### config.mk
export PLATFORM = sky130hd
export DESIGN_NAME = spi_command_uart_bridge_top
export DESIGN_NICKNAME = d
export VERILOG_FILES = /design/src/rtl/scub_pkg.sv /design/src/rtl/scub_fifo.sv /design/src/rtl/spi_command_uart_bridge_top.sv
export SDC_FILE = /design/constraint.sdc
export NUM_CORES = 1
export LEC_CHECK = 0
export ABC_AREA = 1
export BUFFER_PORTS_ARGS = -buffer_cell sky130_fd_sc_hd__buf_2
export CAP_MARGIN = 15
export CORE_MARGIN = 5
export CORE_UTILIZATION = 55
export DETAILED_ROUTE_END_ITERATION = 10
export GPL_TIMING_DRIVEN = 0
export PLACE_DENSITY = 0.75
export SLEW_MARGIN = 20
export SYNTH_ARGS = -nofsm -noshare
export SYNTH_HDL_FRONTEND = slang
export SYNTH_SLANG_ARGS = --single-unit
### constraint.sdc
create_clock -name clock -period 4.1 [get_ports clock]
set_input_delay 0.205 -clock clock [delete_from_list [all_inputs] [get_ports clock]]
set_output_delay 0.205 -clock clock [all_outputs]
set_load 0.05 [all_outputs]
### src/rtl/scub_pkg.sv
// Shared types and constants for the SPI command bridge.
// No dependencies; used by scub_fifo, spi_command_uart_bridge_top and the bench.
package scub_pkg;

   // Kind of input item (travels on req_tuser)
   typedef enum logic [1:0] {
      ACT_SPI     = 2'd0,
      ACT_HOST_RX = 2'd1,
      ACT_HOST_TX = 2'd2,
      ACT_NONE    = 2'd3
   } action_type;

   // SPI opcodes, command_word[15:12]
   localparam logic [3:0] OP_IDENTIFY = 4'h9;
   localparam logic [3:0] OP_TX_ROOM  = 4'hC;
   localparam logic [3:0] OP_RX_AVAIL = 4'hD;
   localparam logic [3:0] OP_PUSH     = 4'hB;
   localparam logic [3:0] OP_POP      = 4'hA;

   // Reply codes
   localparam logic [15:0] REPLY_NONE  = 16'h0000;
   localparam logic [15:0] REPLY_READY = 16'h0400;
   localparam logic [15:0] REPLY_DATA  = 16'h0800;

   // Identify register
   localparam logic [15:0] ID_RESET     = 16'h0470;
   localparam int          CSR_ADDR_W   = 3;
   localparam logic        CSR_IDX_ID   = 1'b0;

   // FIFO control toward a FIFO
   typedef struct packed {
      logic push;
      logic pop;
   } fifo_ctrl_type;

   // FIFO status back to the decoder
   typedef struct packed {
      logic full;
      logic empty;
   } fifo_stat_type;

endpackage

### src/rtl/scub_fifo.sv
// Byte FIFO with an internal memory and a registered read port.
// Depends on scub_pkg (fifo_ctrl_type, fifo_stat_type).
module scub_fifo
   import scub_pkg::*;
#(
   parameter int DEPTH = 16
) (
   input  logic          clock,
   input  logic          reset,
   input  fifo_ctrl_type ctrl,
   input  logic [7:0]    push_data,
   output logic [7:0]    pop_data,
   output fifo_stat_type stat
);

   localparam int PTR_W = (DEPTH > 1) ? $clog2(DEPTH) : 1;
   localparam int CNT_W = $clog2(DEPTH + 1);
   localparam logic [PTR_W-1:0] LAST_PTR = PTR_W'(DEPTH - 1);
   localparam logic [CNT_W-1:0] FULL_CNT = CNT_W'(DEPTH);

   logic [7:0]       mem [DEPTH];
   logic [PTR_W-1:0] rd_ptr_ff, rd_ptr_in;
   logic [PTR_W-1:0] wr_ptr_ff, wr_ptr_in;
   logic [CNT_W-1:0] count_ff, count_in;
   logic [7:0]       pop_data_ff;

   // Pointer wrap and fill count
   always_comb begin
      rd_ptr_in = rd_ptr_ff;
      wr_ptr_in = wr_ptr_ff;
      count_in  = count_ff;
      if (ctrl.push) begin
         wr_ptr_in = (wr_ptr_ff == LAST_PTR) ? '0 : wr_ptr_ff + 1'b1;
      end
      if (ctrl.pop) begin
         rd_ptr_in = (rd_ptr_ff == LAST_PTR) ? '0 : rd_ptr_ff + 1'b1;
      end
      if (ctrl.push && !ctrl.pop) begin
         count_in = count_ff + 1'b1;
      end else if (ctrl.pop && !ctrl.push) begin
         count_in = count_ff - 1'b1;
      end
   end

   always_ff @(posedge clock) begin
      if (reset) begin
         rd_ptr_ff <= '0;
         wr_ptr_ff <= '0;
         count_ff  <= '0;
      end else begin
         rd_ptr_ff <= rd_ptr_in;
         wr_ptr_ff <= wr_ptr_in;
         count_ff  <= count_in;
      end
   end

   // Storage: one write port, one registered read port
   always_ff @(posedge clock) begin
      if (ctrl.push) begin
         mem[wr_ptr_ff] <= push_data;
      end
      if (ctrl.pop) begin
         pop_data_ff <= mem[rd_ptr_ff];
      end
   end

   assign pop_data   = pop_data_ff;
   assign stat.full  = (count_ff == FULL_CNT);
   assign stat.empty = (count_ff == '0);

`ifndef ASSERT_OFF
   a_no_push_full: assert property (@(posedge clock) disable iff (reset)
      ctrl.push |-> !stat.full) else $error("push into full FIFO");
   a_no_pop_empty: assert property (@(posedge clock) disable iff (reset)
      ctrl.pop |-> !stat.empty) else $error("pop from empty FIFO");
   a_ptr_track: assert property (@(posedge clock) disable iff (reset)
      stat.empty |-> (rd_ptr_ff == wr_ptr_ff)) else $error("empty FIFO with pointer gap");
`endif

endmodule

### src/rtl/spi_command_uart_bridge_top.sv
// SPI command bridge top: decode of SPI commands and host events, two byte FIFOs.
// Depends on scub_pkg and scub_fifo.
// The result of an accepted item appears on rsp_* in the next cycle.
// Throughput: one item per cycle; stalls in reset or while a result waits on rsp_tready low.
// Reset: synchronous, active high; empties both FIFOs, drops any pending result
// and loads the identify register with 0x0470. FIFO storage is not cleared.
module spi_command_uart_bridge_top
   import scub_pkg::*;
#(
   parameter int TX_DEPTH = 16,
   parameter int RX_DEPTH = 16
) (
   input  logic                  clock,
   input  logic                  reset,
   // input items
   input  logic                  req_tvalid,
   output logic                  req_tready,
   input  logic [23:0]           req_tdata,   // [15:0] command_word, [23:16] host_byte
   input  logic [1:0]            req_tuser,   // [1:0] action
   // result items
   output logic                  rsp_tvalid,
   input  logic                  rsp_tready,
   output logic [23:0]           rsp_tdata,   // [15:0] response_word, [23:16] host_out_byte
   output logic [1:0]            rsp_tuser,   // [0] host_out_valid, [1] receive_overflow
   // register port
   input  logic                  csr_psel,
   input  logic                  csr_penable,
   input  logic                  csr_pwrite,
   input  logic [CSR_ADDR_W-1:0] csr_paddr,
   input  logic [31:0]           csr_pwdata,
   output logic [31:0]           csr_prdata,
   output logic                  csr_pready
);

   logic          accept;
   action_type    action;
   logic [3:0]    opcode;
   logic [7:0]    push_byte;
   logic [7:0]    host_byte;
   fifo_ctrl_type tx_ctrl, rx_ctrl;
   fifo_stat_type tx_stat, rx_stat;
   logic [7:0]    tx_rd_data, rx_rd_data;
   logic [15:0]   resp_base;
   logic          ovf;

   logic [15:0]   id_word_ff;
   logic          rsp_valid_ff;
   logic [15:0]   resp_base_ff;
   logic          rx_pop_ff;
   logic          tx_pop_ff;
   logic          ovf_ff;

   // Register port: single identify register
   assign csr_pready = 1'b1;
   always_ff @(posedge clock) begin
      if (reset) begin
         id_word_ff <= ID_RESET;
      end else if (csr_psel && csr_penable && csr_pwrite &&
                   (csr_paddr[2] == CSR_IDX_ID)) begin
         id_word_ff <= csr_pwdata[15:0];
      end
   end
   assign csr_prdata = (csr_paddr[2] == CSR_IDX_ID) ? {16'h0000, id_word_ff} : '0;

   // Input handshake
   assign req_tready = !reset && (!rsp_valid_ff || rsp_tready);
   assign accept     = req_tvalid && req_tready;
   assign action     = action_type'(req_tuser);
   assign opcode     = req_tdata[15:12];
   assign push_byte  = req_tdata[11:4];
   assign host_byte  = req_tdata[23:16];

   // FIFO requests
   assign tx_ctrl.push = accept && (action == ACT_SPI) && (opcode == OP_PUSH) && !tx_stat.full;
   assign tx_ctrl.pop  = accept && (action == ACT_HOST_TX) && !tx_stat.empty;
   assign rx_ctrl.push = accept && (action == ACT_HOST_RX) && !rx_stat.full;
   assign rx_ctrl.pop  = accept && (action == ACT_SPI) && (opcode == OP_POP) && !rx_stat.empty;

   // Command reply that does not depend on popped data
   always_comb begin
      resp_base = REPLY_NONE;
      if (action == ACT_SPI) begin
         case (opcode)
            OP_IDENTIFY: resp_base = id_word_ff;
            OP_TX_ROOM:  resp_base = tx_stat.full   ? REPLY_NONE : REPLY_READY;
            OP_RX_AVAIL: resp_base = rx_stat.empty  ? REPLY_NONE : REPLY_READY;
            OP_PUSH:     resp_base = tx_stat.full   ? REPLY_NONE : REPLY_READY;
            default:     resp_base = REPLY_NONE;
         endcase
      end
   end
   assign ovf = (action == ACT_HOST_RX) && rx_stat.full;

   scub_fifo #(.DEPTH(TX_DEPTH)) u_tx_fifo (
      .clock     (clock),
      .reset     (reset),
      .ctrl      (tx_ctrl),
      .push_data (push_byte),
      .pop_data  (tx_rd_data),
      .stat      (tx_stat)
   );

   scub_fifo #(.DEPTH(RX_DEPTH)) u_rx_fifo (
      .clock     (clock),
      .reset     (reset),
      .ctrl      (rx_ctrl),
      .push_data (host_byte),
      .pop_data  (rx_rd_data),
      .stat      (rx_stat)
   );

   // Result register
   always_ff @(posedge clock) begin
      if (reset) begin
         rsp_valid_ff <= 1'b0;
      end else if (accept) begin
         rsp_valid_ff <= 1'b1;
      end else if (rsp_tready) begin
         rsp_valid_ff <= 1'b0;
      end
   end

   always_ff @(posedge clock) begin
      if (accept) begin
         resp_base_ff <= resp_base;
         rx_pop_ff    <= rx_ctrl.pop;
         tx_pop_ff    <= tx_ctrl.pop;
         ovf_ff       <= ovf;
      end
   end

   // Popped bytes come straight from the FIFO read registers
   assign rsp_tvalid      = rsp_valid_ff;
   assign rsp_tdata[15:0] = rx_pop_ff ? (REPLY_DATA | {8'h00, rx_rd_data}) : resp_base_ff;
   assign rsp_tdata[23:16] = tx_pop_ff ? tx_rd_data : 8'h00;
   assign rsp_tuser[0]    = tx_pop_ff;
   assign rsp_tuser[1]    = ovf_ff;

`ifndef ASSERT_OFF
   a_result_follows: assert property (@(posedge clock) disable iff (reset)
      accept |=> rsp_tvalid) else $error("accepted item left no result");
   a_one_effect: assert property (@(posedge clock) disable iff (reset)
      $countones({tx_ctrl.push, tx_ctrl.pop, rx_ctrl.push, rx_ctrl.pop}) <= 1)
      else $error("one item touched two FIFO ports");
   a_flags_exclusive: assert property (@(posedge clock) disable iff (reset)
      rsp_tvalid |-> !(rsp_tuser[0] && rsp_tuser[1])) else $error("take and overflow together");
`endif

endmodule

==> results.rst <==
.. list-table::
   :header-rows: 1

   * - Metric
     - Value
   * - Min-Delay Endpoint
     - id_word_ff[11]
   * - Total count of max-transition violations in the final report
     - 0
   * - FFs w/ async S/R, synth
     - 0%
   * - Tightest slew margin relative to the limit
     - 30.71%
   * - Predominant post-synthesis flop cell
     - sky130_fd_sc_hd__edfxtp_1
   * - Type of element launching the critical path
     - register
   * - Vertical die dimension
     - 172.0 µm
   * - Netlist cell types
     - 30
   * - Clock buffer count from CTS
     - 36
   * - Critical setup path kind
     - register to register
   * - Total standard cell area after synthesis
     - 14440 µm²
   * - Critical Path End Type
     - register
   * - Hold Slack
     - 16.30 ps
   * - Antenna diodes
     - 0
   * - Initial antenna violation count
     - 0
   * - RD Place Congestion
     - 0.8861
   * - Setup TNS after final layout
     - 0 ps
   * - Met2 Resource Use GR
     - 35.73%
   * - Drc violations
     - 0
   * - Boundary pin count
     - 129
   * - Number of endpoints failing setup at the final stage
     - 0
   * - Number of stages on the worst hold path
     - 3
   * - Total via count after detailed routing
     - 10296
   * - Register-to-Register Setup Slack
     - 1020 ps
   * - Worst Path Max Fanout
     - 20
   * - CP dominant cell by count
     - sky130_fd_sc_hd__nand2_1
   * - Register cell area after layout
     - 9599 µm²
   * - Power density of the placed cells
     - 425.9 nW/µm²
   * - Placeable core area
     - 25980 µm²
   * - Average footprint of a synthesized cell
     - 10.55 µm²
   * - Die Footprint
     - 29600 µm²
   * - Initial DRC Count
     - 979
   * - Average via count per standard cell
     - 5.459
   * - Initial DRT Pass Iterations
     - 5
   * - Via count of the first global-routing pass
     - 9651
   * - Register bit total from synthesis
     - 334
   * - Number of instances in the synthesized netlist
     - 1369
   * - Worst hold path startpoint
     - csr_pwdata[11]
   * - Starting Density
     - 55.58%
   * - Gate power share
     - 4.2%
   * - Wire length per cell after detailed routing
     - 17.33 µm
   * - Number of port buffers
     - 88
   * - Worst Path Required
     - 4530 ps
   * - Sequential Power Share
     - 52.2%
   * - Worst-case vdd ir drop
     - 0.0003140 V
   * - Most Crowded Layer GR
     - met2
   * - Capturing point of the worst reg2reg path
     - u_tx_fifo.count_ff[4]
   * - Critical path cell sequence
     - nand2_2 -> nand3_2 -> inv_1 -> nand3_1 -> ha_1 -> inv_1 -> ha_1 -> or2_2 -> nand2_1 -> nand3_1 -> nand2_1 -> nand2_1 -> a21oi_1
   * - Clock network fraction of design power
     - 43.5%
   * - Peak clock frequency supported by timing
     - 0.3242 GHz
   * - Total wirelength of the detailed-routed design
     - 32680 µm
   * - Setup repair after global routing missed its margin
     - no
   * - Total overflow reported by the global router
     - 0
   * - Slowest stage cell, crit path
     - sky130_fd_sc_hd__inv_1
   * - Worst slew pin tran
     - 1031 ps
   * - Switching part of the total
     - 21.25%
   * - Clock tree from TritonCTS
     - done
   * - Fraction of final layout cells with drive strength greater than 1
     - 15.34%
   * - H-tree depth
     - 2
   * - Post_cts resized
     - 0
   * - Post-synth EDFFs
     - 291
   * - Final Net Count
     - 1612
   * - Global routing usage summed across all routing layers
     - 21.69%
   * - GRT met1 Usage
     - 29.88%
   * - Final hold violations
     - 0
   * - Footprint of the multi-input gates
     - 4078 µm²
   * - Clock insertion delay at the later pin of the skew report
     - 520 ps
   * - Cell chosen for the clock root
     - sky130_fd_sc_hd__clkbuf_16
   * - Net load switching power
     - 1.511 mW
   * - Internal portion of total power
     - 5.600 mW
   * - DP HPWL
     - 22160 µm
   * - Worst-path clk slew
     - 60 ps
   * - Run status
     - finished, final reports clean
   * - Setup bufs post-CTS
     - 0
   * - Worst reg-to-reg path cell count
     - 13
   * - Time the worst path needs with I/O delays and setup
     - 3084 ps
   * - Max-Cap Viols
     - 0
   * - Wire length of the first global-routing pass
     - 50140 µm
   * - Register area share after synthesis
     - 66.47%
   * - Number of core rows
     - 59
   * - Class of the most critical hold timing path
     - primary input to register
   * - CP Data Arrival Time
     - 3520 ps
   * - Leakage power summed over all cells
     - 6.483 nW
   * - Filler Cell Count
     - 1968
   * - Most common library cell in the layout ignoring fill and taps
     - sky130_fd_sc_hd__nor2_1
   * - Largest clock skew in the final design
     - 26.51 ps
   * - Worst path max stage delay
     - 630 ps
   * - Growth of design area from synthesis to finish
     - 15.61%
   * - Max Root-Sink Buffers
     - 3
   * - R2R Path Start
     - rsp_tvalid
   * - Post-DRT Antenna Nets
     - 0
   * - Final clock period utilization by the worst path
     - 75.22%
   * - Met3 Resource Use GR
     - 3.498%
   * - Top library cells by usage in the layout, fill and taps aside
     - 327 x sky130_fd_sc_hd__nor2_1, 291 x sky130_fd_sc_hd__edfxtp_1, 190 x sky130_fd_sc_hd__nand2_1, 128 x sky130_fd_sc_hd__o21ai_0, 111 x sky130_fd_sc_hd__buf_2
   * - Maximum number of pins on one net before global-route repair
     - 21
   * - Die Span X
     - 172.0 µm
   * - Clock net sink count
     - 334
   * - Yosys warning total
     - 0
[layer usage]
layer  wire, µm  up-vias
li1           -     4904
met1      13350     4828
met2      15590      479
met3       2772       85
met4        963        0
met5          0        -
[state kept, by name, summed over array words and instances (netlist names), 5 cells and up]
signal and cells:
u_rx_fifo.mem 128, u_rx_fifo.count_ff 5, u_rx_fifo.pop_data 8, u_tx_fifo.pop_data 8, id_word_ff 16, u_tx_fifo.mem 128
resp_base_ff 16, u_tx_fifo.count_ff 5
[synth_stat cells, drive strengths merged, types with 3 or more instances]
master	number	share of area [%]
a21oi	29	1.0
buf	59	2.9
clkbuf	20	0.54
clkinv	3	0.078
dfxtp	43	6.0
edfxtp	291	61
ha	18	1.6
inv	97	2.5
mux2	8	0.62
nand2	192	5.0
nand3	52	1.8
nand4	4	0.17
nor2	333	8.8
nor3	30	1.0
o211ai	20	1.0
o21ai	153	5.3
or2	3	0.13
xor2	10	0.61
[metrics by stage]
step	worst slack [ps]	utilization (%)	area (µm²)	total power [mW]	instances
floorplan	1332	-	14500	3.965	1384
global placement	1060	59.10	15360	4.064	1807
detailed placement	945.0	59.14	15370	4.071	1807
CTS	1018	64.08	16650	7.134	1886
global route	737.1	64.25	16700	7.325	1886
finish	1016	64.25	16700	7.111	1886
[cells by family after synthesis]
logic type / after synthesis / share of synthesized area [%]
other: 2 / 0.05200
AOI/OAI and AO/OA: 202 / 7.347
adders and majority gates: 20 / 1.837
buffers and inverters: 179 / 6.065
xor gates and xnor gates: 10 / 0.6065
DFF: 334 / 66.47
muxes: 8 / 0.6238
and+or+nand+nor: 614 / 17.00
[worst max-delay path by stage]
stage,from,to,slack [ps],cells past startpoint
after floorplan,rsp_tvalid,u_tx_fifo.count_ff[4],1330,13
after global placement,reset,u_tx_fifo.count_ff[4],1060,14
after detailed placement,reset,u_tx_fifo.count_ff[4],950,14
after CTS,rsp_tvalid,u_tx_fifo.count_ff[4],1020,13
after global routing,rsp_tvalid,u_tx_fifo.count_ff[4],740,13
final,rsp_tvalid,u_tx_fifo.count_ff[4],1020,13
[worst max-delay path, delay by kind of cell (launching register included)]
family | cells | cell delay [ps]
and+or+nand+nor | 8 | 1150
buffers and inverters | 2 | 810
AOI/OAI and AO/OA | 1 | 110
DFF | 1 | 320
adders and majority gates | 2 | 620
[power groups by stage]
stage,registers [mW],clock network [mW],logic [mW]
after floorplan,3.79,0,0.178
after global placement,3.79,0,0.278
after detailed placement,3.79,0,0.284
after CTS,3.71,3.12,0.297
after global routing,3.71,3.29,0.325
final,3.71,3.09,0.301
[area by class of cell]
type | instances | share of cell area, %
buffer | 79 | 2.998
multi-input combinational | 871 | 24.42
inverter | 100 | 2.248
sequential | 334 | 57.49
timing repair buffer | 102 | 3.477
clock inverter | 25 | 1.364
clock buffer | 40 | 5.486
tap | 335 | 2.510
[timing repair]
item,in CTS,in global routing
hold endpoints to repair,14,0
setup endpoints to repair,0,0
hold buffers,14,0
(Power assumes the default switching activity.)
